===== src/sv/tbcl_pkg.sv =====
// Shared constants for the texture box corner locator.
package tbcl_pkg;

  localparam logic [1:0] CFG_LEFT_U   = 2'd0;
  localparam logic [1:0] CFG_TOP_V    = 2'd1;
  localparam logic [1:0] CFG_RIGHT_U  = 2'd2;
  localparam logic [1:0] CFG_BOTTOM_V = 2'd3;

  localparam logic [1:0] SLOT_FIRST    = 2'd0;
  localparam logic [1:0] SLOT_SECOND   = 2'd1;
  localparam logic [1:0] SLOT_COMPLETE = 2'd2;
  localparam logic [1:0] SLOT_UNUSED   = 2'd3;

  localparam logic [1:0] CORNER_TL = 2'd0;
  localparam logic [1:0] CORNER_TR = 2'd1;
  localparam logic [1:0] CORNER_BR = 2'd2;
  localparam logic [1:0] CORNER_BL = 2'd3;

endpackage


===== src/sv/tbcl_front.sv =====
// Front part: holds the first two vertices and queues triangles that touch the box span.
module tbcl_front import tbcl_pkg::*; #(
  parameter int POS_WIDTH     = 32,
  parameter int TEX_FRAC_BITS = 16,
  parameter int ENTRY_WIDTH   = 9 * POS_WIDTH + 6 * (TEX_FRAC_BITS + 1)
) (
  input  logic                     clk,
  input  logic                     accept,
  input  logic [1:0]               vertex_slot,
  input  logic [POS_WIDTH-1:0]     pos_x,
  input  logic [POS_WIDTH-1:0]     pos_y,
  input  logic [POS_WIDTH-1:0]     pos_z,
  input  logic [TEX_FRAC_BITS:0]   tex_u,
  input  logic [TEX_FRAC_BITS:0]   tex_v,
  input  logic [TEX_FRAC_BITS:0]   box_left_u,
  input  logic [TEX_FRAC_BITS:0]   box_right_u,
  output logic                     push,
  output logic [ENTRY_WIDTH-1:0]   push_data
);

  logic [POS_WIDTH-1:0]   held_position [6];
  logic [TEX_FRAC_BITS:0] held_texcoord [4];
  logic                   hit;

  always_ff @(posedge clk) begin
    if (accept && (vertex_slot == SLOT_FIRST)) begin
      held_position[0] <= pos_x;
      held_position[1] <= pos_y;
      held_position[2] <= pos_z;
      held_texcoord[0] <= tex_u;
      held_texcoord[1] <= tex_v;
    end
    if (accept && (vertex_slot == SLOT_SECOND)) begin
      held_position[3] <= pos_x;
      held_position[4] <= pos_y;
      held_position[5] <= pos_z;
      held_texcoord[2] <= tex_u;
      held_texcoord[3] <= tex_v;
    end
  end

  assign hit = (held_texcoord[0] >= box_left_u && held_texcoord[0] <= box_right_u) ||
               (held_texcoord[2] >= box_left_u && held_texcoord[2] <= box_right_u) ||
               (tex_u >= box_left_u && tex_u <= box_right_u);

  assign push = accept && (vertex_slot == SLOT_COMPLETE) && hit;

  assign push_data = {tex_v, tex_u, held_texcoord[3], held_texcoord[2],
                      held_texcoord[1], held_texcoord[0],
                      pos_z, pos_y, pos_x,
                      held_position[5], held_position[4], held_position[3],
                      held_position[2], held_position[1], held_position[0]};

endmodule


===== config.mk =====
export PLATFORM = sky130hd
export DESIGN_NAME = tbcl_front
export DESIGN_NICKNAME = d
export VERILOG_FILES = /design/src/sv/tbcl_pkg.sv /design/src/sv/tbcl_front.sv
export SDC_FILE = /design/constraint.sdc
export NUM_CORES = 1
export LEC_CHECK = 0
export BUFFER_PORTS_ARGS = -buffer_cell sky130_fd_sc_hd__buf_4
export CORE_AREA = 10 10 211 213
export DETAILED_ROUTE_END_ITERATION = 12
export DIE_AREA = 0 0 221 223
export GPL_ROUTABILITY_DRIVEN = 0
export GPL_TIMING_DRIVEN = 0
export PLACE_DENSITY = 0.65
export SETUP_SLACK_MARGIN = 0.4
export SLEW_MARGIN = 20
export SYNTH_ARGS = -nofsm -noshare
export SYNTH_HDL_FRONTEND = slang
export SYNTH_SLANG_ARGS = --single-unit

===== constraint.sdc =====
create_clock -name clk -period 11.5 [get_ports clk]
set_input_delay 1.15 -clock clk [delete_from_list [all_inputs] [get_ports clk]]
set_output_delay 1.15 -clock clk [all_outputs]
set_load 0.02 [all_outputs]

# Yosys cells after proc, flatten, opt, wreduce, memory -nomap -nowiden
# Memory sizes are Yosys's and may differ from the RTL's.
# Cells that the tools add are included.
# word_totals
register_bits,0
mem_bits_rw,260
in_bits,168
output_inout_bits,391
word_cells,44
mem_count,2
# mem_list
memory,words,word_bits,read_ports,rd_clocked_by_memory_dff,write_ports,line,text
held_position,6,32,6,0,3,tbcl_front.sv:21,logic [POS_WIDTH-1:0] held_position [6];
held_texcoord,4,17,4,0,2,tbcl_front.sv:22,logic [TEX_FRAC_BITS:0] held_texcoord [4];
# op_classes
n_lt_le_gt_ge,6
eq_ne,2
n_mux,19
reduce_logical,15
# ops
operator,n
$mux 32,3
$reduce_or 32->1,3
$ge 17x17->1,3
$le 17x17->1,3
$mux 17,2
$reduce_or 17->1,2
$mux 1,9
$mux 3,3
$logic_and 1x1->1,7
$mux 2,2
$eq 2x1->1 const B,1
$eq 2x2->1 const B,1
$logic_not 2->1,1
$logic_or 1x1->1,2

# Logic depth before layout (Yosys ltp)
# logic_depth
depth_word,6
depth_mapped,9
depth_no_buf,9

# Worst setup path before layout
# No wires, ideal clock.
# synth_timing
path_kind,input-to-reg
start,input port vertex_slot[1]
end,memory held_position[0][0] (enable)
setup_time_ns,0.808
t_arrival_ns,10.594
t_required_ns,10.692
path_slack_ns,0.098
cell_stages,1
n_path_buf,0
path_cell_list,nor3b_1
# synth_lines
element,line,text
start: declaration,tbcl_front.sv:9,"input logic [1:0] vertex_slot,"
end: declaration,tbcl_front.sv:21,

# Final worst setup path
# layout_timing
start,input port box_left_u[12]
end,output port push
# layout_via
elab_chain_len,5
elab_cells_between_ends,9
cone_classes,order compare: 3; reduce/logical: 6
# layout_lines
element,line,text
start: declaration,tbcl_front.sv:15,"input logic [TEX_FRAC_BITS:0] box_left_u,"
$ge 17x17->1 (on tied branches),"tbcl_front.sv:42, tbcl_front.sv:43",
$logic_and 1x1->1 (on tied branches),"tbcl_front.sv:42, tbcl_front.sv:43",
$logic_or 1x1->1,tbcl_front.sv:42,assign hit = (held_texcoord[0] >= box_left_u && held_texcoord[0] <= box_right_u) ||
$logic_or 1x1->1 *,tbcl_front.sv:43,(held_texcoord[2] >= box_left_u && held_texcoord[2] <= box_right_u) ||
$logic_and 1x1->1 *,tbcl_front.sv:46,assign push = accept && (vertex_slot == SLOT_COMPLETE) && hit;
end: declaration,tbcl_front.sv:17,"output logic push,"
# Every way passes the cells marked *; elsewhere a longest branch is shown, timed or not.

==> results by group <==
Critical path
  • Critical path launch point: box_left_u[12]
  • Setup CP Type: input pin to output pin
  • Crit path DAT: 3.22 ns
  • Max stage delay on crit path: 0.54 ns
  • Crit end category: output pin
  • WP data required: 10.35 ns
  • CP Launch Type: input pin
  • Buf/Inv on CP: 3
  • Crit path cell chain: buf_4 > inv_1 > ha_1 > a21oi_1 > o21ai_0 > nor4_1 > o31ai_1 > o2bb2a_1 > a21oi_2 > buf_4
  • Delay-heaviest family, CP: compound AO/OA/AOI/OAI gates
  • Most used cell, CP: buf_4
  • CP max stage cell: nor4_1
  • Crit path depth: 10
  • Maximum fanout along the worst path: 3
  • Crit path to: push

Global route
  • Initial antenna violation count: 0
  • Vias in the first global route: 8753
  • Remaining Overflow, GRT: 0
  • Overall routing resource usage: 15.9%
  • First-pass GRT wire length: 59000 µm
  • Largest net degree at the start of global routing: 45

Clock network
  • CTS tree: yes
  • CTS H-tree lvls: 1
  • Clock Tree Buf Depth: 3
  • Total CTS buffers: 30
  • Hold_buf cts: 0
  • Root Driver: clkbuf_16
  • Postcts setup bufs: 0
  • Post-CTS Resized: 0
  • Clk slew on worst S/H paths: 0.06 ns
  • CTS sink cnt: 260

Yosys
  • Simple-gate share of the synthesized area: 3.49%
  • Synthesized cell area: 11100 µm²
  • EDFF count, synth: 260
  • Post-synthesis xor/xnor area fraction: 0%
  • Gate Count Post-Synth: 687
  • Sequential area share after synthesis: 70.3%
  • Mux contribution to synthesized area: 0%
  • Mapped Nets: 957
  • Synth Area in Compound Gates: 4.60%
  • Synth warnings: 0
  • Synth Flop Type: edfxtp_1
  • Area fraction of the dominant cell type after synthesis: 70.3%
  • Most frequent cells after synthesis: edfxtp_1, buf_4, ha_1
  • Flops & latches, synth: 260
  • Top-count cell post-synth: edfxtp_1
  • Area leader, netlist: edfxtp_1
  • Ys async rst share: 0%
  • Synth top area cells: edfxtp_1, ha_1, buf_4, a21oi_1, inv_1
  • Yosys cell types: 38
  • Main combinational cell family by area after synthesis: adder cells
  • Adder-cell area share of the yosys netlist: 11.5%
  • Synth Area per Inst: 16.2 µm²

Power
  • Lkg Pwr: 7.51 nW
  • Total power: 2.38 mW
  • PwrDens: 140 nW/µm²
  • Max VDD drop: 0.125 mV

STA
  • Setup-failing EPs final: 0
  • Setup TNS: 0 ns
  • Final period util: 38.0%
  • Crit path time final: 4.37 ns
  • Worst slew pin tran: 0.686 ns
  • F_max: 229 MHz
  • Max-slew violation count: 0
  • Slew HR: 54.2%
  • RSZ-0062 raised after global routing: false
  • Worst Hold Slack: 0.755 ns
  • Final Hold Viols: 0

Run
  • Maxcap violations: 0

Floorplan
  • Die Ht: 223 µm
  • I/O pin count: 559
  • Starting Density: 27.5%
  • Core Footprint: 40400 µm²
  • Die X: 221 µm
  • # rows: 74
  • Die area: 49300 µm²

Min path
  • Hold crit path type: input pin to flop

Routing
  • Via Count: 7932
  • WL final: 41600 µm
  • Via density: 4.30
  • Avg WL per Cell: 22.5 µm
  • DR DRC count: 0
  • Antenna Nets Post-Route: 0
  • Initial DRT Pass Iterations: 5
  • Initial DRC Count: 381

Final layout
  • Filler Cells Inserted: 3724
  • Antenna Cells: 0
  • P&R area growth vs syn: 53.7%
  • Nets: 1560
  • Layout cell share with drive strength beyond 1: 56.9%

Status
  • Status: finished, final reports clean

Placement
  • I/O Buffers: 558
  • DP Wirelength: 34400 µm
## registers in the layout, summed over array words and instances (netlist names)
register and count:
held_position 192, held_texcoord 68
## worst min-delay path by stage
stage,start,endpoint,depth (start not counted)
finish,pos_x[8],held_position[0][8]$_DFFE_PP_,1
floorplan,pos_x[0],held_position[0][0]$_DFFE_PP_,0
CTS,pos_x[13],held_position[0][13]$_DFFE_PP_,1
detailed placement,pos_x[0],held_position[3][0]$_DFFE_PP_,1
global route,pos_x[30],held_position[3][30]$_DFFE_PP_,1
global placement,pos_x[30],held_position[0][30]$_DFFE_PP_,1
## stage by stage
step / cell area [µm²] / worst slack [ns] / utilization (%) / std cells
floorplan: 11100 / 4.78 / - / 687
global route: 17100 / 6.98 / 42.3 / 1845
finish: 17100 / 7.13 / 42.3 / 1845
global placement: 16000 / 1.18 / 39.5 / 1777
CTS: 17100 / 7.08 / 42.3 / 1845
detailed placement: 16200 / 7.09 / 40.1 / 1790
## per-layer routing
metal	GRT usage [%]	part of all wire, %
met4	3.54	2.1
met1	17.2	37
met2	28.4	52
met5	0	0
met3	6.37	9.1
## kinds of logic (layout without fill, tap and decap cells)
| group | Yosys count | count (layout) |
|---|---|---|
| adders and majority gates | 102 | 102 |
| AOI/OAI and AO/OA | 83 | 83 |
| and+or+nand+nor | 73 | 73 |
| DFF | 260 | 260 |
| buffers and inverters | 169 | 795 |
## area by class of cell
type                       count  area [µm²]  share of cell area [%]
tap                          532         666                    3.90
sequential                   260        7810                    45.7
buffer                       130         976                    5.72
clock inverter                21         130                   0.762
clock buffer                  34         766                    4.49
timing repair buffer         571        4390                    25.7
inverter                      39         146                   0.858
multi-input combinational    258        2190                    12.8
## cells in the final DEF (no fill, tap or decap), types with 5 or more instances in the layout
cell type,instances
buf_4,688
edfxtp_1,260
ha_1,102
inv_1,39
a21oi_1,36
clkbuf_16,30
nand2_1,17
nand4_1,15
o21ai_0,15
nor2_1,11
nand3_1,9
clkinv_1,9
a21o_1,8
clkinv_2,7
buf_6,7
a211oi_1,5
nor2b_1,5
## where the power goes
group	total [mW]	leakage [nW]	internal [mW]	switching (mW)
clock	0.866	0.432	0.478	0.389
sequential	1.11	2.39	1.09	0.0171
combinational	0.406	4.69	0.182	0.224
total	2.38	7.51	1.75	0.630
(Power assumes the default switching activity.)
