File: src/sv/tbcl_queue.sv
// Two-entry queue of complete triangles between the front and back parts.
module tbcl_queue #(
  parameter int DATA_WIDTH = 8
) (
  input  logic                  clk,
  input  logic                  rst,
  input  logic                  push,
  input  logic [DATA_WIDTH-1:0] push_data,
  input  logic                  pop,
  output logic [DATA_WIDTH-1:0] head_data,
  output logic                  full,
  output logic                  empty
);

  logic [DATA_WIDTH-1:0] mem [2];
  logic                  wr_ptr;
  logic                  rd_ptr;
  logic [1:0]            count;

  assign full      = (count == 2'd2);
  assign empty     = (count == 2'd0);
  assign head_data = mem[rd_ptr];

  always_ff @(posedge clk) begin
    if (push) begin
      mem[wr_ptr] <= push_data;
    end
  end

  always_ff @(posedge clk) begin
    if (rst) begin
      wr_ptr <= 1'b0;
      rd_ptr <= 1'b0;
      count  <= 2'd0;
    end else begin
      if (push) begin
        wr_ptr <= ~wr_ptr;
      end
      if (pop) begin
        rd_ptr <= ~rd_ptr;
      end
      if (push && !pop) begin
        count <= count + 2'd1;
      end else if (pop && !push) begin
        count <= count - 2'd1;
      end
    end
  end

endmodule

File: config.mk
export PLATFORM = sky130hd
export DESIGN_NAME = tbcl_queue
export DESIGN_NICKNAME = d
export VERILOG_FILES = /design/src/sv/tbcl_queue.sv
export SDC_FILE = /design/constraint.sdc
export NUM_CORES = 1
export LEC_CHECK = 0
export ABC_AREA = 0
export BUFFER_PORTS_ARGS = -buffer_cell sky130_fd_sc_hd__buf_2
export CORE_MARGIN = 5
export CORE_UTILIZATION = 52
export DETAILED_ROUTE_END_ITERATION = 7
export PLACE_DENSITY_LB_ADDON = 0.2
export SETUP_SLACK_MARGIN = 0.3
export SLEW_MARGIN = 40
export SYNTH_ARGS = -nofsm -noshare
export SYNTH_HDL_FRONTEND = slang
export SYNTH_SLANG_ARGS = --single-unit
File: constraint.sdc
create_clock -name clk -period 1.7 [get_ports clk]
set_input_delay 0.255 -clock clk [delete_from_list [all_inputs] [get_ports clk]]
set_output_delay 0.255 -clock clk [all_outputs]
set_load 0.05 [all_outputs]
## Word level (Yosys, flattened, before mapping)

Memory sizes are Yosys's and may differ from the RTL's. A register that Yosys moved wholly into a read port is not among the register bits.
Index checks and enable logic that the tools add are counted.

| word-level totals | value |
|---|---|
| register bits after elaboration | 4 |
| bits in latches | 0 |
| RAM bits | 16 |
| memory bits (read-only) | 0 |
| output and inout bits | 10 |
| memories | 1 |

| cells by class | value |
|---|---|
| add/sub/neg operators | 2 |
| $mul | 0 |
| divide/modulo/power cells | 0 |
| order comparisons | 0 |
| equal/unequal tests | 1 |
| shift operators | 0 |
| muxes and demuxes | 6 |
| bitwise logic cells | 2 |
| reductions and logical operators | 6 |

Memory list:

| name | words | bits a word | read ports | clocked after Yosys merged registers in | write ports | RTL line | source |
|---|---|---|---|---|---|---|---|
| mem | 2 | 8 | 1 | 1 | 1 | 15 | `logic [DATA_WIDTH-1:0] mem [2];` |

Operators with widths:

| operator | number |
|---|---|
| 1-bit two-way mux | 4 |
| 2-bit two-way mux | 2 |
| 2-bit by 1-bit adder with 2-bit output, second input constant | 1 |
| 2-bit == test, second input constant | 1 |
| 1-bit logical AND | 2 |
| 1-bit logical NOT | 2 |
| 2-bit logical NOT | 1 |
| 1-bit inverter | 2 |
| 2-bit nonzero test | 1 |
| 2-bit by 1-bit subtractor with 2-bit output, second input constant | 1 |

## Longest topological paths before layout

Gate-level depths: netlist (run 1).

| depth | value |
|---|---|
| word-level depth | 4 |
| depth in mapped cells | 5 |

## Worst setup path after synthesis (run 1)

OpenSTA, ideal clock, no wires.

| timing path | value |
|---|---|
| path type | register -> output |
| from | register count[0] |
| to | output port empty |
| data arrival time | 0.976 ns |
| data required time | 1.445 ns |
| setup slack | 0.469 ns |
| stages on the path, launching flop included | 2 |
| cells stage by stage | dfxtp_1 nor2_1 |

| on the way | value |
|---|---|
| word-level cells in the longest chain between the ends | 1 |

Ends and longest elaborated chain:

| item | RTL line | source |
|---|---|---|
| start, declared | 18 | `logic [1:0] count;` |
| start signal, assigned | 43 | `count <= count + 2'd1;` |
| start signal, assigned | 45 | `count <= count - 2'd1;` |
| 2-bit logical NOT | 21 | `assign empty = (count == 2'd0);` |
| end, declared | 12 | `output logic empty` |

No other way between the ends.

==> flow_summary.ini, run 1 <==
[setup_path]
timing.rr.end = mem[1][6]$_DFFE_PP_
crit_path_start_kind = flip-flop
cp_max_fo = 8
path_class = flip-flop to primary output
r2r-start = wr_ptr$_SDFFE_PP0P_
rrSetupSlack_ns = 0.63
worstRegToRegCells = 1
end_kind = primary output
required_ns = 1.44
crit_arrival_ns = 1.23

[sta]
min_period_ns = 1.48
rsz0062_at_grt = true
fmax_ghz = 0.675
finClkSkew_ns = 0.00837
slew_headroom = 0.744
setup_viol = 0
fin_crit_sh = 0.871
hold_ws_ns = 0.138
worst_pin_slew_ns = 0.383
setup-tns-final_ns = 0
worst_slack_ns = 0.219
slew_viol_final = 0
hold_violations = 0

[synthesis]
avgSynthCellArea_um2 = 16.7
synth_fp_nets = 60
syn-cell-area_um2 = 783
seq_area_frac_synth = 0.741
syn-instance-count = 47
ys_types = 15
yosysWarnings = 0
synth-seq-cells = 21

[grt]
grt_pass1_wl_um = 2010
grt_pass1_vias = 455
gr-total-overflow = 0
antenna_found_initial = 0
grt_max_degree = 13
track_usage = 0.109

[cells_and_area]
area_growth_pct = 30.7
drive_gt1_frac = 0.514
n_antenna_cell = 0
layout.nets = 86

[routing]
routed_wl_um = 1110
postRouteAntennaNets = 0
drt_iter0_drc = 6
drc_errors = 0
drtPass1Iterations = 2
wl_per_cell_um = 12.6
via_per_inst = 4.99
via_count = 439

[clocking]
clock-sinks = 21
cts_root_buffer = clkbuf_4
cts_max_level = 1
clock_latency_ns = 0.30
ctsHoldBuffers = 0
cts_buffers = 3
clk_pin_slew_ns = 0.11
cts.path.max_buffers = 2
cts_tree = built

[floorplan]
ioPinCount = 22
die_h_um = 48.8
dieArea_um2 = 2380
fp-row-count = 14
start_util = 0.532
fp.dieW_um = 48.8
coreArea_um2 = 1470

[power]
power_switching_mw = 0.324
pwr-share-clk = 0.203
comb_power_share = 0.243
p_seq_frac = 0.554
p_per_area_nw_per_um2 = 1090
total_leakage_power_nw = 0.428
vdd_drop_max_mv = 0.682
netSwitchingFraction = 0.290
intPower_mw = 0.792

[outcome]
status = finished, final reports clean

[placement]
dpl.hpwl_um = 848
place_ws_ns = 0.321
gp_congestion = 0.682
portBuffers = 21

[min_path]
holdPathEnd = mem[1][5]$_DFFE_PP_
hold_class = input port to flip-flop
hold_depth = 1
min_from = push_data[5]

[flow_run]
drv_cap = 0
synth_stat cells (all sizes together):
master / n / area, um2
edfxtp: 16 / 480
inv: 1 / 3.75
mux2: 8 / 90.1
nor2b: 1 / 6.26
xnor2: 2 / 17.5
and2: 1 / 6.26
and2b: 1 / 8.76
a21oi: 1 / 5.00
buf: 1 / 5.00
or3: 1 / 6.26
nor2: 5 / 18.8
ha: 1 / 12.5
dfxtp: 5 / 100
xor2: 2 / 17.5
o21ai: 1 / 5.00
how the worst max path moves through the flow:
stage | slack (ns) | end | cells past startpoint | startpoint
4_1_cts | 0.20 | head_data[4] | 2 | flip-flop
2_1_floorplan | 0.47 | empty | 1 | count[0]$_SDFFE_PP0P_
3_3_place_gp | 0.33 | head_data[1] | 2 | flip-flop
5_1_grt | 0.17 | head_data[5] | 2 | flip-flop
6_report | 0.22 | head_data[2] | 2 | flip-flop
3_5_place_dp | 0.32 | head_data[4] | 2 | flip-flop
power by group through the flow:
stage / clock network, mW / logic, mW / registers, mW
3_3_place_gp: 0 / 0.228 / 0.625
3_5_place_dp: 0 / 0.229 / 0.627
4_1_cts: 0.236 / 0.273 / 0.620
2_1_floorplan: 0 / 0.183 / 0.616
5_1_grt: 0.260 / 0.288 / 0.625
6_report: 0.227 / 0.271 / 0.619
logic make-up (layout without fill, tap and decap cells):
group	after synthesis	count (layout)	share of synthesized area
buffers and inverters	2	27	0.0112
adder cells (fa/ha/maj)	1	1	0.0160
flip-flops	21	21	0.741
AND/OR/NAND/NOR	9	9	0.0591
XOR/XNOR	4	4	0.0447
AO/OA/AOI/OAI	2	2	0.0128
multiplexers	8	8	0.115
routing by layer:
layer  wire length, um  vias up  GRT usage
met5                 0        -          0
met4                 0        0     0.0538
met3                99        0     0.0428
met2               558       14      0.172
met1               453      206      0.127
li1                  -      219          -
critical path, stage by stage (launching register included):
cell     delay [ns]
dfxtp_4        0.45
mux2_4         0.32
buf_6          0.15
metrics by stage:
stage                      util  cell area (um2)  total power [mW]  std cells
after global placement    0.619              911             0.853         84
final                     0.696             1020              1.12         88
after detailed placement  0.619              911             0.856         84
after global routing      0.696             1020              1.17         88
after floorplan               -              783             0.799         47
after CTS                 0.696             1020              1.13         88
registers in the layout, indices dropped and copies added (netlist names), named ones only:
signal and cells:
count 2, rd_ptr 1, wr_ptr 1, mem 16
final cells by class:
type / count / area, um2
Sequential cell: 21 / 586
Fill cell: 103 / 448
Multi-Input combinational cell: 24 / 224
Timing Repair Buffer: 22 / 163
Clock buffer: 3 / 22.5
Tap cell: 16 / 20.0
Clock inverter: 1 / 5.00
Inverter: 1 / 3.75
repair_timing:
item | in CTS | in global routing
setup buffers | 0 | 0
resized for setup | 27 | 0
setup endpoints to repair | 9 | 8
layout by cell type (no fill, tap or decap), types with 2 or more instances in the layout:
master / Yosys / layout
edfxtp_1: 16 / 16
buf_2: 1 / 13
mux2_4: 0 / 8
buf_6: 0 / 8
nor2_1: 5 / 5
clkbuf_4: 0 / 3
dfxtp_1: 5 / 3
xnor2_1: 2 / 2
xor2_1: 2 / 2
Note: power is estimated with default switching activity, not from simulation.
==> run 2: changes to the inputs <==
--- a/config.mk
+++ b/config.mk
@@ -10,7 +10,7 @@
 export CORE_MARGIN = 5
 export CORE_UTILIZATION = 52
 export DETAILED_ROUTE_END_ITERATION = 7
-export PLACE_DENSITY_LB_ADDON = 0.2
+export PLACE_DENSITY = 0.8
 export SETUP_SLACK_MARGIN = 0.3
 export SLEW_MARGIN = 40
 export SYNTH_ARGS = -nofsm -noshare
==> constraint.sdc (replaced) <==
create_clock -name clk -period 1.83 [get_ports clk]
set_input_delay 0.2745 -clock clk [delete_from_list [all_inputs] [get_ports clk]]
set_output_delay 0.2745 -clock clk [all_outputs]
set_load 0.05 [all_outputs]
==> run 2 against run 1 <==
Critical path type unchanged. Sequential share of layout area increased by 1.5 points. Core utilization decreased by 1.9 points. Register-to-register slack better by 0.13 ns. Total power fell by 7.7%. Largest power group unchanged.
==> flow_summary.ini, run 2 (same netlist as run 1, synthesis figures left out) <==
[power]
vdd_drop_max_mv = 0.709
p_seq_frac = 0.555
comb_power_share = 0.236
pwr-share-clk = 0.209
intPower_mw = 0.725
total_leakage_power_nw = 0.402
power_switching_mw = 0.304
netSwitchingFraction = 0.295
p_per_area_nw_per_um2 = 1030

[sta]
worst_pin_slew_ns = 0.365
fmax_ghz = 0.659
rsz0062_at_grt = true
fin_crit_sh = 0.830
setup_viol = 0
slew_headroom = 0.756
min_period_ns = 1.52
worst_slack_ns = 0.312
slew_viol_final = 0
setup-tns-final_ns = 0
finClkSkew_ns = 0.00437
hold_violations = 0

[grt]
grt_pass1_wl_um = 2040
track_usage = 0.117
grt_max_degree = 13
antenna_found_initial = 0
grt_pass1_vias = 464
gr-total-overflow = 0

[min_path]
holdPathEnd = mem[0][1]$_DFFE_PP_
min_from = push_data[1]
hold_class = input port to flip-flop
hold_depth = 1

[setup_path]
path_class = flip-flop to primary output
r2r-start = wr_ptr$_SDFFE_PP0P_
end_kind = primary output
worstRegToRegCells = 1
path_delay_family = flip-flops
timing.rr.end = mem[1][5]$_DFFE_PP_
cp_num_buf_inv = 1
critPathMaxStageDelay_ns = 0.43
cp_max_fo = 8
critPathSlowestCell = dfxtp_4
crit_path_start_kind = flip-flop
required_ns = 1.56
rrSetupSlack_ns = 0.76
path_cells = mux2_2 -> buf_6
crit_arrival_ns = 1.24

[clocking]
postCtsSetupBuffers = 0
cts_resized = 18
cts_root_buffer = clkbuf_4
clock_latency_ns = 0.30
ctsHoldBuffers = 0
cts_buffers = 3
cts.path.max_buffers = 2
cts_max_level = 1
clock-sinks = 21
cts_tree = built
clk_pin_slew_ns = 0.11

[routing]
postRouteAntennaNets = 0
drt_iter0_drc = 3
via_per_inst = 4.91
drtPass1Iterations = 2
via_count = 432
drc_errors = 0
routed_wl_um = 1240
wl_per_cell_um = 14.1

[floorplan]
ioPinCount = 22
die_h_um = 48.8
fp.dieW_um = 48.8
fp-row-count = 14
dieArea_um2 = 2380
coreArea_um2 = 1470
start_util = 0.532

[cells_and_area]
most-common-layout-cells = edfxtp_1 (16), buf_2 (13), buf_6 (8)
largest_register_ffs = 16
final_common_cell = edfxtp_1
layout.nets = 86
nFillCells = 110
area_growth_pct = 27.2
reg_top3 = mem x16, count x2
drive_gt1_frac = 0.500
max_flop_register = mem
n_antenna_cell = 0

[placement]
place_ws_ns = 0.454
gp_congestion = 0.667
portBuffers = 21

[flow_run]
drv_cap = 0

[outcome]
status = finished, final reports clean
==> run 2: changes by cell type in the layout (fill, tap and decap cells not counted) <==
cell	previous run	this run
mux2_2	0	7
dfxtp_1	3	4
mux2_4	8	1
dfxtp_2	1	0
==> run 2: per-stage QoR <==
stage	hold slack [ns]	instance area [um2]	instances	total power [mW]	util
after floorplan	0.344	783	47	0.742	-
after global placement	0.462	911	84	0.791	0.619
after detailed placement	0.470	911	84	0.798	0.619
after CTS	0.145	992	88	1.04	0.674
after global routing	0.137	996	88	1.08	0.677
final	0.156	996	88	1.03	0.677
==> run 2: power groups by stage <==
stage,Clock (mW),Combinational (mW),Sequential [mW]
floorplan,0,0.170,0.572
global placement,0,0.211,0.580
detailed placement,0,0.215,0.583
CTS,0.223,0.244,0.572
global route,0.249,0.255,0.576
finish,0.215,0.242,0.572
==> run 2: layout make-up <==
cell class | count | area (um2) | share of cell area
Sequential cell | 21 | 584 | 0.587
Multi-Input combinational cell | 24 | 198 | 0.198
Timing Repair Buffer | 22 | 163 | 0.163
Clock buffer | 3 | 22.5 | 0.0226
Tap cell | 16 | 20.0 | 0.0201
Clock inverter | 1 | 5.00 | 0.00503
Inverter | 1 | 3.75 | 0.00377
==> run 2: worst max path at each step <==
stage	endpoint	slack (ns)	cells past startpoint
global route	head_data[0]	0.26	2
CTS	head_data[4]	0.30	2
floorplan	empty	0.58	1
global placement	head_data[4]	0.45	2
finish	head_data[1]	0.31	2
detailed placement	head_data[4]	0.45	2
==> run 2: routing by layer <==
metal / up-vias / share of wire / track usage
met5: - / 0 / 0
met4: 0 / 0.011 / 0.0807
met3: 2 / 0.055 / 0.0367
met2: 14 / 0.56 / 0.198
met1: 200 / 0.38 / 0.120
li1: 216 / - / -
